<file path="src/sv/bloom_filter_insert_query_assert.svh">
// ----------------------------------------------------------------------------
// bloom filter assertion macros
// shared concurrent assertion forms, clocked on clk, off while rst_n is low
// ----------------------------------------------------------------------------
`ifndef BLOOM_FILTER_INSERT_QUERY_ASSERT_SVH
`define BLOOM_FILTER_INSERT_QUERY_ASSERT_SVH

// consequent must hold in the same cycle as the antecedent
`define BFIQ_ASSERT_SAME(label, ante, cons, msg) \
  label: assert property (@(posedge clk) disable iff (!rst_n) (ante) |-> (cons)) \
    else $error(msg);

// consequent must hold in the cycle after the antecedent
`define BFIQ_ASSERT_NEXT(label, ante, cons, msg) \
  label: assert property (@(posedge clk) disable iff (!rst_n) (ante) |=> (cons)) \
    else $error(msg);

`endif

</file>
<file path="src/sv/bfiq_pkg.sv">
// ----------------------------------------------------------------------------
// bfiq_pkg
// shared widths, codes, modulo unit request/status types and the restoring mod step
// ----------------------------------------------------------------------------
`default_nettype none

package bfiq_pkg;

  localparam int HASH_W   = 64;                      // key hash half width
  localparam int IDX_W    = 18;                      // bit index / modulus width
  localparam int BIT_W    = 6;                       // bit position inside a word
  localparam int WORD_W   = 64;                      // store word width
  localparam int WIDX_W   = IDX_W - BIT_W;           // word index before wrap
  localparam int MOD_BITS = 8;                       // dividend bits per cycle
  localparam int HASH_CYC = HASH_W / MOD_BITS;
  localparam int WORD_CYC = (WIDX_W + MOD_BITS - 1) / MOD_BITS;
  localparam int WORD_SHIFT = HASH_W - WORD_CYC * MOD_BITS;
  localparam int CNT_W    = $clog2(HASH_CYC + 1);

  // operation on in_req_type
  localparam logic REQ_ADD   = 1'b0;
  localparam logic REQ_QUERY = 1'b1;

  // configuration register indexes
  localparam logic [3:0] REG_BIT_COUNT   = 4'd0;
  localparam logic [3:0] REG_PROBE_COUNT = 4'd1;

  typedef struct packed {
    logic              go;
    logic [HASH_W-1:0] dividend;   // consumed msb first
    logic [CNT_W-1:0]  cycles;     // number of MOD_BITS chunks
    logic [IDX_W-1:0]  rem_init;   // must be below divisor
    logic [IDX_W-1:0]  divisor;
  } mod_req_t;

  typedef struct packed {
    logic             busy;
    logic             done;
    logic [IDX_W-1:0] rem;
  } mod_sts_t;

  // one restoring step: shift a dividend bit into the remainder
  function automatic logic [IDX_W-1:0] mod_step(input logic [IDX_W-1:0] rem,
                                                input logic             din,
                                                input logic [IDX_W-1:0] div);
    logic [IDX_W:0] t;
    t = {rem, din};
    if (t >= {1'b0, div}) begin
      t = t - {1'b0, div};
    end
    return t[IDX_W-1:0];
  endfunction

endpackage

`default_nettype wire

</file>
<file path="src/sv/bfiq_mod_unit.sv">
// ----------------------------------------------------------------------------
// bfiq_mod_unit
// shared iterative remainder unit, MOD_BITS dividend bits per cycle
// ----------------------------------------------------------------------------
`default_nettype none

module bfiq_mod_unit (
  input  wire                      clk,
  input  wire                      rst_n,
  input  wire bfiq_pkg::mod_req_t  req,
  output bfiq_pkg::mod_sts_t       sts
);

  logic                         busy_r;
  logic                         done_r;
  logic [bfiq_pkg::CNT_W-1:0]   cnt_r;
  logic [bfiq_pkg::HASH_W-1:0]  sh_r;
  logic [bfiq_pkg::IDX_W-1:0]   rem_r;
  logic [bfiq_pkg::IDX_W-1:0]   div_r;
  logic [bfiq_pkg::IDX_W-1:0]   rem_nxt;

  // chunk of restoring steps on the current top bits
  always_comb begin
    rem_nxt = rem_r;
    for (int j = 0; j < bfiq_pkg::MOD_BITS; j++) begin
      rem_nxt = bfiq_pkg::mod_step(rem_nxt, sh_r[bfiq_pkg::HASH_W-1-j], div_r);
    end
  end

  always_ff @(posedge clk) begin
    if (!rst_n) begin
      busy_r <= 1'b0;
      done_r <= 1'b0;
      cnt_r  <= '0;
    end else begin
      done_r <= 1'b0;
      if (req.go) begin
        busy_r <= 1'b1;
        cnt_r  <= req.cycles - bfiq_pkg::CNT_W'(1);
      end else if (busy_r) begin
        if (cnt_r == '0) begin
          busy_r <= 1'b0;
          done_r <= 1'b1;
        end else begin
          cnt_r <= cnt_r - bfiq_pkg::CNT_W'(1);
        end
      end
    end
  end

  always_ff @(posedge clk) begin
    if (req.go) begin
      sh_r  <= req.dividend;
      rem_r <= req.rem_init;
      div_r <= req.divisor;
    end else if (busy_r) begin
      sh_r  <= sh_r << bfiq_pkg::MOD_BITS;
      rem_r <= rem_nxt;
    end
  end

  assign sts.busy = busy_r;
  assign sts.done = done_r;
  assign sts.rem  = rem_r;

endmodule

`default_nettype wire

</file>
<file path="config.mk">
export PLATFORM = sky130hd
export DESIGN_NAME = bfiq_mod_unit
export DESIGN_NICKNAME = d
export VERILOG_FILES = /design/src/sv/bloom_filter_insert_query_assert.svh /design/src/sv/bfiq_pkg.sv /design/src/sv/bfiq_mod_unit.sv
export SDC_FILE = /design/constraint.sdc
export NUM_CORES = 1
export LEC_CHECK = 0
export BUFFER_PORTS_ARGS = -buffer_cell sky130_fd_sc_hd__buf_2
export CORE_AREA = 2 2 161 163
export CTS_CLUSTER_DIAMETER = 60
export DETAILED_ROUTE_END_ITERATION = 8
export DIE_AREA = 0 0 163 165
export PLACE_DENSITY_LB_ADDON = 0.25
export SYNTH_ARGS = -nofsm -noshare
export SYNTH_HDL_FRONTEND = slang
export SYNTH_SLANG_ARGS = --single-unit
</file>
<file path="constraint.sdc">
create_clock -name clk -period 23.9 [get_ports clk]
set_input_delay 0 -clock clk [delete_from_list [all_inputs] [get_ports clk]]
set_output_delay 0 -clock clk [all_outputs]
set_load 0.1 [all_outputs]
</file>
# [Word level (Yosys, flattened, before mapping)]
# Cells that the tools add are included.
[totals] register_bits=106 input_bits=107 out_inout_bits=20 wordCells=50
[classes] n_addsub=10 order_cmp=8 n_eq_ne=1 mux=19 n_bitwise=2 n_reduce_logical=4
[op_table] cell="two-way mux 18 bit" count=10
[op_table] cell=">= comparator 19 x 18 -> 1 bit" count=8
[op_table] cell="subtractor 18 bit" count=8
[op_table] cell="two-way mux 64 bit" count=2
[op_table] cell="two-way mux 4 bit" count=3
[op_table] cell="subtractor 4 x 1 -> 4 bit (second input constant)" count=2
[op_table] cell="zero test 4 bit" count=1
[op_table] cell="two-way mux 1 bit" count=4
[op_table] cell="OR reduction 3 bit" count=1
[op_table] cell="!= test 2 bit (second input constant)" count=1
[op_table] cell="inverter 1 bit" count=2
[op_table] cell="AND reduction 2 bit" count=1
[op_table] cell="nonzero test 2 bit" count=1

# [Longest topological paths before layout]
# Gate-level depths: netlist of run 1.
[depth] ltp_word=18 mapped_depth=109 ltp_nobuf=97

# [Worst setup path after synthesis of run 1]
# Ideal clock, no wire load.
[synth_path] kind="reg2reg" start="register rem_r[3] in the netlist's numbering" end="register rem_r[0] in the netlist's numbering (data pin)" setup_ns=0.279 arrival_ns=20.625 required_time_ns=23.621 slack_ns=2.996 path_stages_with_launch=98 n_path_buf=11 synth_period_minus_slack_ns=20.904 path_cell_list="edfxtp_1 -> ha_1 -> o211ai_1 -> a21oi_1 -> o21ai_1 -> o311a_1 -> o21ai_1 -> buf_2 -> nand2_1 -> o21ai_0 -> inv_1 -> ha_1 -> nor2b_1 -> o31a_1 -> o221ai_2 -> o21a_1 -> o2bb2ai_1 -> o211a_1 -> [... 62 more ...] -> a31o_2 -> or2_2 -> buf_2 -> a21oi_1 -> ha_1 -> nor2b_1 -> o21ai_0 -> a21oi_1 -> o21ai_0 -> a21oi_1 -> o41ai_1 -> a21oi_1 -> nand4_1 -> nand3_1 -> or4_1 -> buf_2 -> a211oi_1 -> a311oi_1"
[synth_between] elab_chain_len=18 elab_cells_between_ends=25 cone_classes="7 x add/sub; 8 x order compare; 10 x mux"
[synth_lines] item="from (decl)" line="bfiq_mod_unit.sv:18" text="logic [bfiq_pkg::IDX_W-1:0] rem_r;"
[synth_lines] item="from (signal assigned)" line="bfiq_mod_unit.sv:54" text="rem_r <= req.rem_init;"
[synth_lines] item="from (signal assigned)" line="bfiq_mod_unit.sv:58" text="rem_r <= rem_nxt;"
[synth_lines] item="subtractor 18 bit or >= comparator 19 x 18 -> 1 bit (tied branches)" line="bfiq_pkg.sv:49, bfiq_pkg.sv:48"
[synth_lines] item="two-way mux 18 bit *" line="bfiq_pkg.sv:48" text="if (t >= {1'b0, div}) begin"
[synth_lines] item="subtractor 18 bit or >= comparator 19 x 18 -> 1 bit (tied branches)" line="bfiq_pkg.sv:49, bfiq_pkg.sv:48"
[synth_lines] item="two-way mux 18 bit *" line="bfiq_pkg.sv:48"
[synth_lines] item="subtractor 18 bit or >= comparator 19 x 18 -> 1 bit (tied branches)" line="bfiq_pkg.sv:49, bfiq_pkg.sv:48"
[synth_lines] item="two-way mux 18 bit *" line="bfiq_pkg.sv:48"
[synth_lines] item="subtractor 18 bit or >= comparator 19 x 18 -> 1 bit (tied branches)" line="bfiq_pkg.sv:49, bfiq_pkg.sv:48"
[synth_lines] item="two-way mux 18 bit *" line="bfiq_pkg.sv:48"
[synth_lines] item="[... 2 more ...]"
[synth_lines] item="subtractor 18 bit or >= comparator 19 x 18 -> 1 bit (tied branches)" line="bfiq_pkg.sv:49, bfiq_pkg.sv:48"
[synth_lines] item="two-way mux 18 bit *" line="bfiq_pkg.sv:48"
[synth_lines] item="subtractor 18 bit or >= comparator 19 x 18 -> 1 bit (tied branches)" line="bfiq_pkg.sv:49, bfiq_pkg.sv:48"
[synth_lines] item="two-way mux 18 bit *" line="bfiq_pkg.sv:48"
[synth_lines] item=">= comparator 19 x 18 -> 1 bit *" line="bfiq_pkg.sv:48"
[synth_lines] item="two-way mux 18 bit *" line="bfiq_pkg.sv:48"
[synth_lines] item="two-way mux 18 bit *" line="bfiq_mod_unit.sv:56" text="end else if (busy_r) begin"
[synth_lines] item="two-way mux 18 bit *" line="bfiq_mod_unit.sv:52" text="if (req.go) begin"
# Mark *: on every way between the ends. The rest lies on a longest branch, timed or not. The select of a mux whose other input is x is not followed.
# A chain may end at the register's enable or synchronous reset.

# [Worst setup path after layout of run 1]
[layout_path] start="register div_r[2] in the netlist's numbering" end="register rem_r[12] in the netlist's numbering (data pin)"
[layout_between] elab_chain_len=18 elab_cells_between_ends=26 cone_classes="8 x add/sub; 8 x order compare; 10 x mux"
[layout_lines] item="from (decl)" line="bfiq_mod_unit.sv:19" text="logic [bfiq_pkg::IDX_W-1:0] div_r;"
[layout_lines] item="from (signal assigned)" line="bfiq_mod_unit.sv:55" text="div_r <= req.divisor;"
[layout_lines] item="subtractor 18 bit or >= comparator 19 x 18 -> 1 bit (tied branches)" line="bfiq_pkg.sv:49, bfiq_pkg.sv:48"
[layout_lines] item="two-way mux 18 bit" line="bfiq_pkg.sv:48"
[layout_lines] item="subtractor 18 bit or >= comparator 19 x 18 -> 1 bit (tied branches)" line="bfiq_pkg.sv:49, bfiq_pkg.sv:48"
[layout_lines] item="two-way mux 18 bit" line="bfiq_pkg.sv:48"
[layout_lines] item="subtractor 18 bit or >= comparator 19 x 18 -> 1 bit (tied branches)" line="bfiq_pkg.sv:49, bfiq_pkg.sv:48"
[layout_lines] item="two-way mux 18 bit" line="bfiq_pkg.sv:48"
[layout_lines] item="subtractor 18 bit or >= comparator 19 x 18 -> 1 bit (tied branches)" line="bfiq_pkg.sv:49, bfiq_pkg.sv:48"
[layout_lines] item="two-way mux 18 bit" line="bfiq_pkg.sv:48"
[layout_lines] item="[... 2 more ...]"
[layout_lines] item="subtractor 18 bit or >= comparator 19 x 18 -> 1 bit (tied branches)" line="bfiq_pkg.sv:49, bfiq_pkg.sv:48"
[layout_lines] item="two-way mux 18 bit" line="bfiq_pkg.sv:48"
[layout_lines] item="subtractor 18 bit or >= comparator 19 x 18 -> 1 bit (tied branches)" line="bfiq_pkg.sv:49, bfiq_pkg.sv:48"
[layout_lines] item="two-way mux 18 bit" line="bfiq_pkg.sv:48"
[layout_lines] item="subtractor 18 bit or >= comparator 19 x 18 -> 1 bit (tied branches)" line="bfiq_pkg.sv:49, bfiq_pkg.sv:48"
[layout_lines] item="two-way mux 18 bit *" line="bfiq_pkg.sv:48"
[layout_lines] item="two-way mux 18 bit *" line="bfiq_mod_unit.sv:56"
[layout_lines] item="two-way mux 18 bit *" line="bfiq_mod_unit.sv:52"
# Marks and branches as above.

==> results of run 1 <==
## sequential cells by signal, indices dropped and copies added, names as in the netlist
signal / cells
sh_r: 64
div_r: 18
rem_r: 18
cnt_r: 4
busy_r: 1
done_r: 1
## synth_stat cells, drive strengths merged, types with 5 or more instances
library cell    n  share of area (%)
or3            12               0.56
a21o           38                2.1
a2111oi         5               0.32
o21a           34                1.9
xnor2          51                3.3
nor2b          28                1.3
clkbuf         22               0.61
nand2          85                2.4
o211a           6               0.45
o221ai         12               0.92
o31a           10               0.65
and2           22                1.0
o21bai          7               0.39
mux2          114                9.5
a21oi         122                4.5
a31oi          17               0.79
buf            17               0.64
inv            98                2.7
a22oi          11               0.65
mux2i          43                3.2
or2            12               0.56
edfxtp        100                 22
nand4          33                1.5
dfxtp           6               0.89
a21boi         12               0.67
ha            145                 13
nand3          45                1.7
nor4            7               0.44
o21ai         102                3.8
and3           14               0.65
fa              8                1.2
nor3           33                1.3
o31ai           9               0.54
xor2           32                2.1
a211oi         14               0.87
and4            7               0.45
a31o            6               0.39
nor2          110                3.1
nand2b         27                1.3
o211ai         16               0.89
## worst min-delay path, cell delays in order
cell	delay [ns]
buf_2	0.08
a22oi_1	0.07
o221ai_1	0.10
## worst max path at each step
stage | end | depth (start not counted) | start | slack, ns
after floorplan | rem_r[0] | 97 | rem_r[3] | 3.00
after global placement | rem_r[12] | 92 | div_r[3] | 1.26
after detailed placement | rem_r[12] | 91 | div_r[4] | 0.58
after CTS | rem_r[12] | 91 | div_r[4] | 0.43
after global routing | rem_r[12] | 91 | div_r[4] | -0.005
final | rem_r[12] | 91 | div_r[2] | 1.33
## cell families after synthesis
family / synth area share, %
AO/OA/AOI/OAI: 23.2
AND/OR/NAND/NOR: 16.8
multiplexers: 12.7
adder cells (fa/ha/maj): 14.7
buffers and inverters: 4.01
flip-flops: 23.2
XOR/XNOR: 5.39
## routing by layer
layer,up-vias,global-route usage (%),routed length [um]
met3,166,5.30,3730
li1,6344,-,-
met4,0,20.2,3160
met2,699,58.3,21800
met1,6336,42.5,18600
met5,-,0,0
## cells in the final DEF (no fill, tap or decap), types with 32 or more instances in the layout
cell,count
a21oi_1,120
nor3_1,32
dlygate4sd3_1,86
nor2_1,109
xnor2_1,51
mux2_2,111
xor2_1,32
edfxtp_1,100
nand2_1,84
buf_4,36
buf_2,125
inv_1,97
a21o_1,38
nand3_1,43
ha_1,144
o21a_1,32
nand4_1,33
mux2i_1,42
o21ai_0,92
## final cells by class
| class | instances | area, um^2 | area share [%] |
|---|---|---|---|
| well taps | 330 | 413 | 2.61 |
| flip-flops and latches | 106 | 3120 | 19.7 |
| inverters | 99 | 373 | 2.36 |
| clock inverters | 6 | 56.3 | 0.356 |
| diodes | 3 | 7.51 | 0.0474 |
| clock buffers | 10 | 229 | 1.45 |
| multi-input cells | 1308 | 9870 | 62.4 |
| repair buffers | 247 | 1760 | 11.1 |
## per-stage QoR
step / setup TNS, ns / setup slack (ns)
floorplan: 0 / 3.00
global placement: 0 / 1.26
detailed placement: 0 / 0.580
CTS: 0 / 0.433
global route: -0.00541 / -0.00473
finish: 0 / 1.33
## what timing repair did
action | 4_1_cts | 5_1_grt
setup buffers | 0 | 5
hold buffers | 86 | 0
endpoints found under the setup margin | 0 | 18
gates resized for setup | 0 | 21
endpoints found under the hold margin | 91 | 0
==> flow_summary.ini, run 1 <==
[worst_setup_path]
endpoint_kind = flop
crit_type = flop to flop
slowest_delay_ns = 0.56
worstRegToRegCells = 91
path_common_cell = a21oi_1
worst_setup_path_start_kind = flop
cp_top_family = compound AO/OA/AOI/OAI gates
rr_endpoint = rem_r[12]
critPathMaxFanout = 20
critPathArrivalTime_ns = 22.62
r2r-start = div_r[2]
worst-path-buf-inv = 10
required_ns = 23.95
cpMaxStageDelayCell = or4_4
r2r_slack_ns = 1.33

[sta]
fin_crit_ns = 22.57
setup_violations = 0
max_slew_margin_pct = 22.1
hold_viol = 0
whs_ns = 0.0251
slew_violations = 0
fin_skew_ns = 0.0110
worst_pin_slew_ns = 1.15
min_period_over_period_pct = 94.4
fmax_mhz = 44.3

[clocking]
cts-root-buf = clkbuf_16
cts_max_path_buffers = 2
clkSinkCount = 106
cts_buffers = 9
clock_latency_ns = 0.35
cts_max_level = 3
cts_tree = done
cts.clk_slew.worst_paths_ns = 0.08

[yosys]
synth_nets = 1812
synth-main-ff-cell = edfxtp_1
ys_types = 82
synth.yosys.seq_area_share_pct = 23.2
async_flop_share_pct = 0
synth_area_mm2 = 0.0135
syn-instance-count = 1552
synth-seq-cells = 106
synth_edf_count = 100
ys_warn_count = 0
synth_area_per_cell_um2 = 8.68

[grt]
gr-total-overflow = 0
grtUsageTotal_pct = 34.7
grt_first_pass_wirelength_um = 71600
antenna_found_initial = 2
grt_pass1_vias = 12800
grt_max_degree = 83

[finish]
fillers = 2130
num-nets-final = 2031
instances_no_fill = 2109
fin_util_pct = 63.2
drive_gt1_share_pct = 18.8
area_growth_pct = 17.5
fin_area_mm2 = 0.0158

[job]
cap_violations = 0

[detailed_routing]
routed_wl_um = 47300
dr.pass1.iters = 6
ant_nets = 0
routed_via_density = 6.42
drc_errors = 0
dr_total_vias = 13500
drtIter0Drc = 1311
drt-wirelength-per-cell_um = 22.4

[floorplan]
die_w_um = 163
rows = 58
core_mm2 = 0.0250
die_area_mm2 = 0.0269
initial_core_util_pct = 53.8
ioPinCount = 127
fp.dieH_um = 165

[worst_hold_path]
hold_depth = 3
min_to = rem_r[2]
hold_path_class = primary input to flop
hold_start = req[20]

[place]
placed_cells = 1999
io_buffers = 126
place_congestion = 1.02
placed_area_mm2 = 0.0146
dpl.hpwl_um = 35500

[run_status]
outcome = complete, no violations
Power of run 1 is not shown: default switching activity piles up to over one toggle a cycle in this logic, so the estimate is an artifact.
==> run 2: changes to the inputs <==
--- a/config.mk
+++ b/config.mk
@@ -11,6 +11,7 @@
 export DETAILED_ROUTE_END_ITERATION = 8
 export DIE_AREA = 0 0 163 165
 export PLACE_DENSITY_LB_ADDON = 0.25
+export REMOVE_ABC_BUFFERS = 1
 export SYNTH_ARGS = -nofsm -noshare
 export SYNTH_HDL_FRONTEND = slang
 export SYNTH_SLANG_ARGS = --single-unit
==> flow_summary.ini, run 2 (synthesis gave the netlist of run 1 again) <==
[floorplan]
ioPinCount = 127
die_w_um = 163
core_mm2 = 0.0250
die_area_mm2 = 0.0269
initial_core_util_pct = 53.8
rows = 58
fp.dieH_um = 165

[finish]
layout_common_cells = ha_1, buf_2, a21oi_1, mux2_2, nor2_1
area_growth_pct = 17.9
top_register = sh_r
final_common_cell = ha_1
instances_no_fill = 2110
num_antenna_cells = 0
largest_register_ffs = 64
drive_gt1_share_pct = 18.8
largestRegisters = sh_r: 64 flops, div_r: 18 flops, rem_r: 18 flops
num-nets-final = 2035

[detailed_routing]
dr_total_vias = 13300
drt-wirelength-per-cell_um = 21.0
dr.pass1.iters = 5
routed_via_density = 6.31
ant_nets = 0
drtIter0Drc = 1096
drc_errors = 0
routed_wl_um = 44400

[grt]
grt_max_degree = 81
grt_first_pass_wirelength_um = 66500
grt_pass1_vias = 12500
antenna_found_initial = 0
gr-total-overflow = 0
grtUsageTotal_pct = 32.3

[clocking]
cts_tree = done
cts_buffers = 9
cts-root-buf = clkbuf_16
clkSinkCount = 106
clock_latency_ns = 0.37
cts_max_path_buffers = 2
cts_max_level = 3
cts.clk_slew.worst_paths_ns = 0.08

[worst_setup_path]
critPathMaxFanout = 23
path_common_cell = ha_1
worst-path-buf-inv = 9
slowest_delay_ns = 0.55
cpMaxStageDelayCell = or4_1
endpoint_kind = flop
required_ns = 23.99
cp_top_family = compound AO/OA/AOI/OAI gates
worst_setup_path_start_kind = flop
crit_type = flop to flop
critPathArrivalTime_ns = 22.50

[job]
cap_violations = 0

[place]
io_buffers = 126
place_congestion = 0.990
dpl.hpwl_um = 33400
placed_cells = 1998

[sta]
setup_violations = 0
fmax_mhz = 44.6
fin_crit_ns = 22.41
fin_skew_ns = 0.0124
tns_ns = 0
hold_viol = 0
worst_pin_slew_ns = 0.901
max_slew_margin_pct = 39.9
min_period_over_period_pct = 93.8
slew_violations = 0

[run_status]
outcome = complete, no violations

[worst_hold_path]
hold_path_class = primary input to flop
## run 2: cell types whose count changed in the layout (fill, tap and decap cells not counted), sizes merged
cell	before	now
buf	161	160
clkinv	3	4
diode	3	0
dlygate4sd3	86	91
clkinvlp	1	0
## run 2: metrics by stage
| stage | util, % | worst slack [ns] | area (um^2) | hold slack [ns] |
|---|---|---|---|---|
| floorplan | - | 2.64 | 13300 | 0.0989 |
| global placement | 58.2 | 1.29 | 14600 | 0.178 |
| detailed placement | 58.2 | 0.622 | 14600 | 0.178 |
| CTS | 63.0 | 0.483 | 15800 | 0.00288 |
| global route | 63.4 | -0.0347 | 15900 | 0.0385 |
| finish | 63.4 | 1.49 | 15900 | 0.00677 |
## run 2: worst reg2reg max path: cells and delay by family (launching register included)
| family | cells | cell delay (ns) |
|---|---|---|
| buffers and inverters | 9 | 1.73 |
| AOI/OAI and AO/OA | 42 | 9.02 |
| and+or+nand+nor | 25 | 5.26 |
| adders and majority gates | 8 | 2.93 |
| DFF | 1 | 0.33 |
| muxes | 8 | 2.87 |
## run 2: worst paths after layout
path / start / end / slack (ns) / cells after the start
min: req[27] / rem_r[9] / 0.007 / 3
max reg2reg: div_r[4] / rem_r[1] / 1.49 / 92
min reg2reg: cnt_r[0] / cnt_r[0] / 0.50 / 2
max: div_r[4] / rem_r[1] / 1.49 / 92
## run 2: cell type report
class | instances | area (um^2)
repair buffers | 251 | 1800
flip-flops and latches | 106 | 3120
fillers | 2168 | 9150
inverters | 99 | 373
multi-input cells | 1308 | 9890
well taps | 330 | 413
clock inverters | 6 | 56.3
clock buffers | 10 | 229
## run 2: repair_timing
action	4_1_cts	5_1_grt
hold buffers	91	0
setup buffers	0	5
setup endpoints to repair	0	18
resized for setup	0	22
hold endpoints to repair	96	0
## run 2: per-layer routing
layer  routed length (um)  track usage [%]
met5                    0                0
met4                 2980             20.1
met3                 3480             5.80
met2                20300             54.3
met1                17600             38.4
Power of run 2 is left out for the same reason.
==> run 3: changes to the inputs <==
--- a/config.mk
+++ b/config.mk
@@ -5,11 +5,14 @@
 export SDC_FILE = /design/constraint.sdc
 export NUM_CORES = 1
 export LEC_CHECK = 0
+export ABC_CLOCK_PERIOD_IN_PS = 23900
 export BUFFER_PORTS_ARGS = -buffer_cell sky130_fd_sc_hd__buf_2
 export CORE_AREA = 2 2 161 163
+export CTS_BUF_LIST = sky130_fd_sc_hd__clkbuf_2 sky130_fd_sc_hd__clkbuf_4 sky130_fd_sc_hd__clkbuf_8
 export CTS_CLUSTER_DIAMETER = 60
 export DETAILED_ROUTE_END_ITERATION = 8
 export DIE_AREA = 0 0 163 165
+export GPL_TIMING_DRIVEN = 1
 export PLACE_DENSITY_LB_ADDON = 0.25
 export REMOVE_ABC_BUFFERS = 1
 export SYNTH_ARGS = -nofsm -noshare
==> flow_summary.ini, run 3 (synthesis gave the netlist of run 1 again) <==
[place]
io_buffers = 126
place_congestion = 0.990
placed_cells = 1998
dpl.hpwl_um = 33400

[finish]
final_common_cell = ha_1
layout_common_cells = ha_1, buf_2, a21oi_1, mux2_2, nor2_1
num-nets-final = 2041
instances_no_fill = 2117
fillers = 2182
largestRegisters = sh_r: 64 flops, div_r: 18 flops, rem_r: 18 flops
drive_gt1_share_pct = 18.7
top_register = sh_r
area_growth_pct = 17.6
largest_register_ffs = 64

[detailed_routing]
drt-wirelength-per-cell_um = 21.0
ant_nets = 0
dr.pass1.iters = 6
drc_errors = 0
routed_wl_um = 44400
drtIter0Drc = 1152
dr_total_vias = 13300
routed_via_density = 6.30

[floorplan]
rows = 58
die_w_um = 163
die_area_mm2 = 0.0269
fp.dieH_um = 165
initial_core_util_pct = 53.8
ioPinCount = 127
core_mm2 = 0.0250

[worst_setup_path]
cpMaxStageDelayCell = or4_1
crit_type = flop to flop
worst_setup_path_start_kind = flop
critPathMaxFanout = 23
slowest_delay_ns = 0.55
required_ns = 24.04
endpoint_kind = flop
critPathArrivalTime_ns = 22.60
path_common_cell = ha_1

[sta]
fin_crit_ns = 22.46
whs_ns = 0.0169
fin_skew_ns = 0.0231
fmax_mhz = 44.5
worst_pin_slew_ns = 0.924
min_period_over_period_pct = 94.0
slew_violations = 0
max_slew_margin_pct = 38.4
hold_viol = 0
setup_violations = 0

[clocking]
cts_max_path_buffers = 2
cts_tree = done
cts-root-buf = clkbuf_8
cts.clk_slew.worst_paths_ns = 0.12
clock_latency_ns = 0.42
cts_max_level = 3
cts_buffers = 9
clkSinkCount = 106

[grt]
use_met3_pct = 6.30
met2_usage_pct = 54.1
busiest_layer = met2
grt_max_degree = 81
grtUsageTotal_pct = 32.4
gr-total-overflow = 0
grt_util_met1_pct = 38.5
grt_first_pass_wirelength_um = 66700
grt_pass1_vias = 12500
antenna_found_initial = 0

[run_status]
outcome = complete, no violations

[worst_hold_path]
hold_path_class = primary input to flop

[job]
cap_violations = 0
-- run 3: area by class of cell --
cell class	instances	area, um^2	area share, %
antenna	1	2.50	0.0158
sequential	106	3120	19.7
tap	330	413	2.61
clock buffer	10	131	0.829
clock inverter	6	56.3	0.355
inverter	99	373	2.35
timing repair buffer	257	1860	11.7
multi-input combinational	1308	9890	62.4
-- run 3: worst paths after layout --
kind	endpoint	cells after the start	slack, ns	start
max	rem_r[1]	93	1.44	div_r[3]
min	rem_r[8]	4	0.02	req[26]
max reg2reg	rem_r[1]	93	1.44	div_r[3]
min reg2reg	cnt_r[0]	2	0.50	cnt_r[0]
-- run 3: critical path: cells and delay by family, from the launching register on --
| family | cells | cell delay, ns |
|---|---|---|
| compound gates | 42 | 8.87 |
| simple gates | 26 | 5.38 |
| fa+ha+maj | 8 | 2.94 |
| mux | 8 | 2.86 |
| buf+inv | 9 | 1.74 |
| flops | 1 | 0.34 |
-- run 3: repair_timing --
action | 4_1_cts | 5_1_grt
setup buffers | 0 | 5
endpoints found under the setup margin | 0 | 18
hold buffers | 97 | 0
resized for setup | 0 | 21
hold endpoints to repair | 100 | 0
-- run 3: stage by stage --
step / instance area [um^2] / utilization (%) / setup slack, ns / TNS (ns)
floorplan: 13300 / - / 2.64 / 0
global placement: 14600 / 58.2 / 1.29 / 0
detailed placement: 14600 / 58.2 / 0.622 / 0
CTS: 15700 / 62.8 / 0.503 / 0
global route: 15800 / 63.3 / -0.0124 / -0.0147
finish: 15800 / 63.3 / 1.44 / 0
-- run 3: routing by layer --
| layer | vias up | part of all wire [%] | wire length, um |
|---|---|---|---|
| met4 | 0 | 7.0 | 3110 |
| met2 | 608 | 45 | 20100 |
| li1 | 6368 | - | - |
| met5 | - | 0 | 0 |
| met1 | 6183 | 40 | 17600 |
| met3 | 175 | 8.0 | 3540 |
Power of run 3 is left out for the same reason.
